--- config.mk ---
export PLATFORM = sky130hd
export DESIGN_NAME = modular_exponentiation
export DESIGN_NICKNAME = d
export VERILOG_FILES = /design/src/sv/modexp_pkg.sv /design/src/sv/modexp_mulmod.sv /design/src/sv/modular_exponentiation.sv
export SDC_FILE = /design/constraint.sdc
export NUM_CORES = 1
export LEC_CHECK = 0
export ABC_AREA = 1
export BUFFER_PORTS_ARGS = -buffer_cell sky130_fd_sc_hd__buf_2
export CORE_ASPECT_RATIO = 2
export CORE_UTILIZATION = 60
export CTS_BUF_LIST = sky130_fd_sc_hd__clkbuf_16
export DETAILED_ROUTE_END_ITERATION = 8
export GPL_TIMING_DRIVEN = 0
export PLACE_DENSITY = 0.8
export SYNTH_ARGS = -nofsm -noshare
export SYNTH_HDL_FRONTEND = slang
export SYNTH_SLANG_ARGS = --single-unit
--- constraint.sdc ---
create_clock -name clk -period 6.5 [get_ports clk]
set_input_delay 1.3 -clock clk [delete_from_list [all_inputs] [get_ports clk]]
set_output_delay 1.3 -clock clk [all_outputs]
set_load 0.02 [all_outputs]
--- src/sv/modexp_pkg.sv ---
// Shared constants and types for the modular exponentiation block.
package modexp_pkg;

	localparam int unsigned OPERAND_WIDTH_DEFAULT = 32;

	typedef enum logic [2:0] {
		ST_IDLE,
		ST_REDUCE,
		ST_STEP,
		ST_MULT,
		ST_SQUARE,
		ST_FINISH
	} state_t;

endpackage

--- src/sv/modexp_mulmod.sv ---
// Bit-serial modular multiplier: one multiplier bit per cycle, MSB first.
module modexp_mulmod import modexp_pkg::*; #(
	parameter int unsigned OPERAND_WIDTH = OPERAND_WIDTH_DEFAULT
) (
	input  logic                     clk,
	input  logic                     arst_n,
	input  logic                     start,
	input  logic [OPERAND_WIDTH-1:0] x,
	input  logic [OPERAND_WIDTH-1:0] y,
	input  logic [OPERAND_WIDTH-1:0] m,
	output logic                     done,
	output logic [OPERAND_WIDTH-1:0] product
);

	localparam int unsigned W     = OPERAND_WIDTH;
	localparam int unsigned CNT_W = $clog2(W);

	logic             busy_q;
	logic             done_q;
	logic [CNT_W-1:0] cnt_q;
	logic [W-1:0]     y_q;
	logic [W-1:0]     acc_q;

	logic [W:0]   dbl;
	logic [W:0]   dbl_sub;
	logic [W-1:0] dbl_red;
	logic [W-1:0] addend;
	logic [W:0]   sum;
	logic [W:0]   sum_sub;
	logic [W-1:0] acc_next;

	// acc = 2*acc mod m, then + x mod m when the current bit of y is set
	always_comb begin
		dbl      = {acc_q, 1'b0};
		dbl_sub  = dbl - {1'b0, m};
		dbl_red  = (dbl >= {1'b0, m}) ? dbl_sub[W-1:0] : dbl[W-1:0];
		addend   = y_q[W-1] ? x : '0;
		sum      = {1'b0, dbl_red} + {1'b0, addend};
		sum_sub  = sum - {1'b0, m};
		acc_next = (sum >= {1'b0, m}) ? sum_sub[W-1:0] : sum[W-1:0];
	end

	always_ff @(posedge clk or negedge arst_n) begin
		if (!arst_n) begin
			busy_q <= 1'b0;
			done_q <= 1'b0;
			cnt_q  <= '0;
		end else begin
			done_q <= 1'b0;
			if (start) begin
				busy_q <= 1'b1;
				cnt_q  <= CNT_W'(W - 1);
			end else if (busy_q) begin
				cnt_q <= cnt_q - 1'b1;
				if (cnt_q == '0) begin
					busy_q <= 1'b0;
					done_q <= 1'b1;
				end
			end
		end
	end

	always_ff @(posedge clk) begin
		if (start) begin
			y_q   <= y;
			acc_q <= '0;
		end else if (busy_q) begin
			y_q   <= {y_q[W-2:0], 1'b0};
			acc_q <= acc_next;
		end
	end

	assign done    = done_q;
	assign product = acc_q;

endmodule

--- src/sv/modular_exponentiation.sv ---
// Top level of the modular exponentiation block.
// Computes base_value ** exponent_value mod modulus_value by right-to-left
// square-and-multiply; a zero exponent gives 1 and a zero modulus gives 0 with
// zero_modulus_error set. One transaction is worked on at a time. Time per item
// is set by the single bit-serial modular multiplier, which forms every product:
// first it reduces the base, then for each exponent bit up to the highest set
// one there is a step state, for a set bit a multiply, and a square, followed
// by the last step and finish; a zero modulus skips the multiplier and goes
// straight to finish. The result sits in an output register, so the next
// transaction may be taken while it waits.
module modular_exponentiation import modexp_pkg::*; #(
	parameter int unsigned OPERAND_WIDTH = OPERAND_WIDTH_DEFAULT
) (
	input  logic                     clk,
	input  logic                     arst_n,
	input  logic                     in_valid,
	output logic                     in_stall,
	input  logic [OPERAND_WIDTH-1:0] base_value,
	input  logic [OPERAND_WIDTH-1:0] exponent_value,
	input  logic [OPERAND_WIDTH-1:0] modulus_value,
	output logic                     out_valid,
	input  logic                     out_stall,
	output logic [OPERAND_WIDTH-1:0] power_result,
	output logic                     zero_modulus_error
);

	localparam int unsigned W = OPERAND_WIDTH;

	state_t state_q;
	state_t state_next;

	logic [W-1:0] expo_q;
	logic [W-1:0] mod_q;
	logic [W-1:0] result_q;
	logic [W-1:0] square_q;
	logic         err_q;

	logic         out_valid_q;
	logic [W-1:0] out_result_q;
	logic         out_err_q;

	logic         in_fire;
	logic         out_free;
	logic         mod_zero;

	logic         mm_start;
	logic [W-1:0] mm_x;
	logic [W-1:0] mm_y;
	logic [W-1:0] mm_m;
	logic         mm_done;
	logic [W-1:0] mm_product;

	assign in_stall = (state_q != ST_IDLE);
	assign in_fire  = in_valid && !in_stall;
	assign out_free = !out_valid_q || !out_stall;
	assign mod_zero = (modulus_value == '0);

	modexp_mulmod #(
		.OPERAND_WIDTH(W)
	) u_mulmod (
		.clk     (clk),
		.arst_n  (arst_n),
		.start   (mm_start),
		.x       (mm_x),
		.y       (mm_y),
		.m       (mm_m),
		.done    (mm_done),
		.product (mm_product)
	);

	// next state
	always_comb begin
		state_next = state_q;
		unique case (state_q)
			ST_IDLE: begin
				if (in_fire) begin
					state_next = mod_zero ? ST_FINISH : ST_REDUCE;
				end
			end
			ST_REDUCE: begin
				if (mm_done) begin
					state_next = ST_STEP;
				end
			end
			ST_STEP: begin
				priority if (expo_q == '0) begin
					state_next = ST_FINISH;
				end else if (expo_q[0]) begin
					state_next = ST_MULT;
				end else begin
					state_next = ST_SQUARE;
				end
			end
			ST_MULT: begin
				if (mm_done) begin
					state_next = ST_SQUARE;
				end
			end
			ST_SQUARE: begin
				if (mm_done) begin
					state_next = ST_STEP;
				end
			end
			ST_FINISH: begin
				if (out_free) begin
					state_next = ST_IDLE;
				end
			end
			default: state_next = ST_IDLE;
		endcase
	end

	// multiplier control; the base is reduced as 1 * base mod m
	always_comb begin
		mm_start = 1'b0;
		mm_x     = square_q;
		mm_y     = square_q;
		mm_m     = mod_q;
		unique case (state_q)
			ST_IDLE: begin
				mm_start = in_fire && !mod_zero;
				mm_x     = W'(1);
				mm_y     = base_value;
			end
			ST_REDUCE: begin
				mm_x = W'(1);
			end
			ST_STEP: begin
				mm_start = (expo_q != '0);
			end
			ST_MULT: begin
				mm_start = mm_done;
				mm_x     = result_q;
			end
			ST_SQUARE: begin
				mm_x = square_q;
			end
			ST_FINISH: begin
				mm_x = square_q;
			end
			default: mm_start = 1'b0;
		endcase
	end

	always_ff @(posedge clk or negedge arst_n) begin
		if (!arst_n) begin
			state_q     <= ST_IDLE;
			out_valid_q <= 1'b0;
		end else begin
			state_q <= state_next;
			if (state_q == ST_FINISH && out_free) begin
				out_valid_q <= 1'b1;
			end else if (!out_stall) begin
				out_valid_q <= 1'b0;
			end
		end
	end

	always_ff @(posedge clk) begin
		unique case (state_q)
			ST_IDLE: begin
				if (in_fire) begin
					expo_q   <= exponent_value;
					mod_q    <= modulus_value;
					result_q <= mod_zero ? '0 : W'(1);
					err_q    <= mod_zero;
				end
			end
			ST_REDUCE: begin
				if (mm_done) begin
					square_q <= mm_product;
				end
			end
			ST_STEP: begin
				// nothing to store
			end
			ST_MULT: begin
				if (mm_done) begin
					result_q <= mm_product;
				end
			end
			ST_SQUARE: begin
				if (mm_done) begin
					square_q <= mm_product;
					expo_q   <= {1'b0, expo_q[W-1:1]};
				end
			end
			ST_FINISH: begin
				if (out_free) begin
					out_result_q <= result_q;
					out_err_q    <= err_q;
				end
			end
			default: begin
				// unreachable
			end
		endcase
	end

	assign out_valid          = out_valid_q;
	assign power_result       = out_result_q;
	assign zero_modulus_error = out_err_q;

endmodule
# Yosys cells after proc, flatten, opt, wreduce, memory -nomap -nowiden
# Cells that the tools add are included.
dict set report classes {
  n_mux 33
  eq_ne 11
  addsub 4
  magnitude_cmp 2
  n_reduce_logical 25
}
# op count
set ops {}
lappend ops {{$mux W32} 10}
lappend ops {{$pmux W32 S2} 3}
lappend ops {{$ge A33 B32 Y1} 2}
lappend ops {{$logic_not A32 Y1} 2}
lappend ops {{$sub A32 B32 Y32} 2}
lappend ops {{$add A32 B32 Y33} 1}
lappend ops {{$reduce_bool A32 Y1} 1}
lappend ops {{$mux W3} 7}
lappend ops {{$pmux W3 S5} 1}
lappend ops {{$mux W5} 2}
lappend ops {{$mux W1} 9}
lappend ops {{$ne A2 B1 Y1 const B} 4}
lappend ops {{$eq A3 B2 Y1 const B} 2}
lappend ops {{$eq A3 B3 Y1 const B} 2}
lappend ops {{$reduce_and A2 Y1} 3}
lappend ops {{$reduce_and A3 Y1} 2}
lappend ops {{$reduce_bool A2 Y1} 3}
lappend ops {{$logic_not A5 Y1} 1}
lappend ops {{$sub A5 B1 Y5 const B} 1}
lappend ops {{$logic_not A1 Y1} 4}
lappend ops {{$ne A2 B2 Y1 const B} 2}
lappend ops {{$reduce_and A4 Y1} 1}
lappend ops {{$reduce_or A2 Y1} 2}
lappend ops {{$eq A3 B1 Y1 const B} 1}
lappend ops {{5 further kinds} 7}
dict set report totals {
  ff_bits 237
  wordCells 89
}

# Longest topological paths before layout
dict set report depth {
  word_depth 7
  mapped_depth 45
}

# By module
# From an unflattened synthesis, not the netlist that was laid out.
dict set report hier_totals {
  cells_unflattened 2646
  area_unflattened_um2 17887.2
}
# module cells_each n_inst area_per_inst_um2
set modules_own_cells {}
lappend modules_own_cells {modexp_mulmod 2027 1 11051.8}
lappend modules_own_cells {modular_exponentiation 619 1 6835.3}

# Worst setup path before layout
# OpenSTA, ideal clock, no wires.
dict set report synth_timing {
  path_type {register to register}
  startpoint {register mod_q[1], in the netlist mm_m[1]}
  endpoint {register u_mulmod.acc_q[21], in the netlist u_mulmod.product[21]}
  slack_ns 1.739
  setup_time_ns 0.113
  path_stages_with_launch 37
  required_time_ns 6.387
  period_less_slack_ns 4.761
  t_arrival_ns 4.648
  cell_sequence {edfxtp_1 inv_1 ha_1 ha_1 inv_1 nor4_1 a41oi_2 nand2_2 clkbuf_1 o21ai_0 fa_1 inv_1 nand3_1 nand2_1 nand2_1 nand2_1 nand2_1 nand2_1 nand2_1 nand2_1 nand2_1 nand2_1 inv_1 ha_1 nand2_1 inv_1 nand2_1 nand2_1 a21oi_1 nand2_1 nand2_1 nand2_1 nor2_2 buf_2 nand3_1 nand3_1 nand2_1}
}
dict set report synth_via {
  elab_chain_cells 5
  elab_cells_between_ends 7
  cone_classes {add/sub (3); order compare (2); mux (2)}
}
# item line
set synth_rtl {}
lappend synth_rtl {{from (decl)} modular_exponentiation.sv:33} ;# logic [W-1:0] mod_q;
lappend synth_rtl {{from (signal assigned)} modular_exponentiation.sv:164} ;# mod_q <= modulus_value;
lappend synth_rtl {{$sub A32 B32 Y32 or $ge A33 B32 Y1 (tied branches)} {modexp_mulmod.sv:35, modexp_mulmod.sv:36}}
lappend synth_rtl {{$mux W32} modexp_mulmod.sv:36} ;# dbl_red = (dbl >= {1'b0, m}) ? dbl_sub[W-1:0] : dbl[W-1:0];
lappend synth_rtl {{$add A32 B32 Y33} modexp_mulmod.sv:38} ;# sum = {1'b0, dbl_red} + {1'b0, addend};
lappend synth_rtl {{$sub A32 B32 Y32 or $ge A33 B32 Y1 (tied branches)} {modexp_mulmod.sv:39, modexp_mulmod.sv:40}}
lappend synth_rtl {{$mux W32 (*)} modexp_mulmod.sv:40} ;# acc_next = (sum >= {1'b0, m}) ? sum_sub[W-1:0] : sum[W-1:0];
lappend synth_rtl {{to (signal assigned)} modexp_mulmod.sv:69} ;# acc_q <= acc_next;
lappend synth_rtl {{to (decl)} modexp_mulmod.sv:22} ;# logic [W-1:0] acc_q;
# Every way passes the cells marked *; elsewhere a longest branch is shown, timed or not.
# A chain may end at the register's enable or synchronous reset.

# Final worst setup path
dict set report layout_timing {
  startpoint {register mod_q[12], in the netlist mm_m[12]}
  endpoint {register u_mulmod.acc_q[26], in the netlist u_mulmod.product[26]}
}
# The elaborated chain is that of the path after synthesis.

==> results.sh <==
export IMPL_outcome="finished clean"
export IMPL_yosys_warnings=0
export IMPL_drt_first_pass_iters=8
export IMPL_crit_required_ps=6920
export IMPL_hp_class="flop to flop"
export IMPL_post_drt_wl_per_cell_um=22.0
export IMPL_routed_via_density=5.76
export IMPL_cts_sinks=237
export IMPL_worstPathArrival_ps=6720
export IMPL_synth_area_um2=17400
export IMPL_drc=0
export IMPL_crit_path_start_kind="flop"
export IMPL_vias=17543
export IMPL_htree_levels=1
export IMPL_die_x_um=123
export IMPL_skew_ps=12.3
export IMPL_antenna_found_initial=1
export IMPL_grt_max_degree=35
export IMPL_synth_cells=2507
export IMPL_grt_pass1_wl_mm=96.8
export IMPL_grt_use_total_pct=45.3
export IMPL_clock_path_buffers=3
export IMPL_rows=88
export IMPL_fmax_ghz=0.159
export IMPL_first_iter_violations=1636
export IMPL_start_util_pct=60.7
export IMPL_path_clk_slew_ps=70
export IMPL_io_buffers=134
export IMPL_gp_congestion=1.03
export IMPL_routed_wl_mm=67.0
export IMPL_dp_hpwl_mm=53.6
export IMPL_critPathLaunch="mm_m[12]"
export IMPL_fp_coreArea_um2=28700
export IMPL_drive_gt1_share_pct=11.7
export IMPL_worstMarginPinSlew_ps=1340
export IMPL_finalSetupViolations=0
export IMPL_cts_tree="built"
export IMPL_diodes=0
export IMPL_fin_cells=3044
export IMPL_fillers=2364
export IMPL_die_height_um=243
export IMPL_slew_violations=0
export IMPL_setup_ws_ps=196
export IMPL_place_inst=3002
export IMPL_finalCritPeriodShare_pct=97.0
export IMPL_ios=135
export IMPL_r2r_start="mm_m[12]"
export IMPL_cp_slowest_stage_delay_ps=410
export IMPL_ys_types=49
export IMPL_maxCapViolCount=0
export IMPL_syn_nets=2708
export IMPL_nets=2870
export IMPL_gr_total_overflow=0
export IMPL_insertion_delay_ps=540
export IMPL_slowest_stage="ha_2"
export IMPL_relSlewSlack_pct=10.3
export IMPL_cp_end_kind="flop"
export IMPL_antenna_left=0
export IMPL_synth_seq_cells=237
export IMPL_critPathMaxFanout=10
export IMPL_min_from="result_q[28]"
export IMPL_avgSynthCellArea_um2=6.96
export IMPL_worstSetupPathType="flop to flop"
export IMPL_dpl_worst_slack_ps=-890
export IMPL_setup_tns_ps=0
export IMPL_cts_buffers=22
export IMPL_area_growth_pct=13.2
export IMPL_root_buffer="clkbuf_16"
export IMPL_synth_seq_area_share_pct=38.7
export IMPL_die_area_um2=29800
export IMPL_critical_path_most_common_cell="nand2_1"
export IMPL_first_global_vias=17723
export IMPL_finalHoldViolCount=0
export IMPL_min_period_ps=6300
export IMPL_ctsHoldBuffers=0
worst paths after layout:
path	end	slack (ps)	cells past startpoint
max	u_mulmod.product[26]	200	40
max in group asynchronous	u_mulmod.cnt_q[2]	5690	1
max reg2reg	u_mulmod.product[26]	200	40
min	power_result[28]	440	0
min in group asynchronous	state_q[0]	610	1
min reg2reg	power_result[28]	440	0
timing repair:
item,CTS,global route
setup buffers,2,1
setup endpoints to repair,32,32
resized for setup,31,83
cloned,0,0
pin swaps,2,7
cell usage in the layout, fill, tap and decap left out, types with 20 or more instances in the layout:
cell,n
a21oi_1,100
a31oi_1,33
buf_2,145
clkbuf_1,25
clkbuf_16,24
dfxtp_1,31
edfxtp_1,194
ha_1,84
inv_1,452
nand2_1,874
nand2_2,23
nand3_1,131
nand4_1,26
nor2_1,202
nor2_2,20
o21ai_0,64
xor2_1,31
layout make-up:
class | instances | area (um2) | area share, %
Multi-Input combinational cell | 1759 | 9120 | 46.2
Sequential cell | 237 | 6740 | 34.2
Inverter | 457 | 1720 | 8.72
Timing Repair Buffer | 138 | 721 | 3.65
Clock buffer | 24 | 601 | 3.04
Tap cell | 360 | 450 | 2.28
Buffer | 54 | 310 | 1.57
Clock inverter | 15 | 68.8 | 0.349
stage by stage:
step,area [um2],utilization [%],hold WS [ps]
2_1_floorplan,17400,-,400
3_3_place_gp,18600,64.6,401
3_5_place_dp,18600,64.8,423
4_1_cts,19400,67.5,448
5_1_grt,19700,68.7,454
6_report,19700,68.7,445
critical path: cells and delay by family, from the launching register on:
| kind | cells | cell delay [ps] |
|---|---|---|
| simple gates | 27 | 3230 |
| fa+ha+maj | 3 | 1000 |
| buf+inv | 6 | 890 |
| compound gates | 4 | 680 |
| flops | 1 | 370 |
cell usage after synthesis, drive strengths merged:
library cell	n	area (um2)
o221a	1	11.3
fa	3	60.1
nor2	233	916
edfxtp	194	5830
xnor2	21	184
dfxtp	32	641
nor3	21	126
dfrtp	11	275
and2	9	56.3
clkinv	1	3.75
nand2	901	3400
nand3b	15	113
o21ai	87	439
nor4	4	25.0
or2	2	12.5
a21o	7	52.6
nor4b	1	8.76
clkbuf	26	97.6
a21boi	3	22.5
o21bai	7	52.6
a41oi	1	16.3
buf	28	194
nand3	136	686
a31oi	33	206
nand4	26	163
ha	98	1230
and3	3	18.8
o21a	1	7.51
inv	456	1710
mux2	3	33.8
a21oi	107	536
o211ai	1	7.51
o2bb2ai	1	8.76
xor2	34	298
sequential cells by signal, summed over array words and instances, names as in the netlist:
name and count:
u_mulmod.cnt_q 5, mm_m 32, u_mulmod.done 1, state_q 3
expo_q 32, out_valid 1, result_q 32, u_mulmod.busy_q 1
power_result 32, err_q 1, zero_modulus_error 1, u_mulmod.product 32
square_q 32, u_mulmod.y_q 32
per-layer routing:
layer / part of all wire, % / vias up / routed length (um) / track usage [%]
li1: - / 8243 / - / -
met1: 29 / 7849 / 19300 / 37.7
met2: 50 / 1005 / 33400 / 79.8
met3: 7.5 / 444 / 5060 / 10.6
met4: 14 / 2 / 9280 / 50.9
met5: 0.016 / - / 11 / 0
kinds of logic (layout without fill, tap and decap cells):
family                     after synthesis  after routing  share of synthesized area, %
AOI/OAI and AO/OA                      249            249                          7.80
xor gates and xnor gates                55             55                          2.76
adders and majority gates              101            101                          7.38
buffers and inverters                  511            688                          11.5
DFF                                    237            237                          38.7
muxes                                    3              3                         0.194
and+or+nand+nor                       1351           1351                          31.7
Power is left out: the tool's default activity adds up to more than one toggle a clock period on the data nets, which glitch-free logic cannot reach.
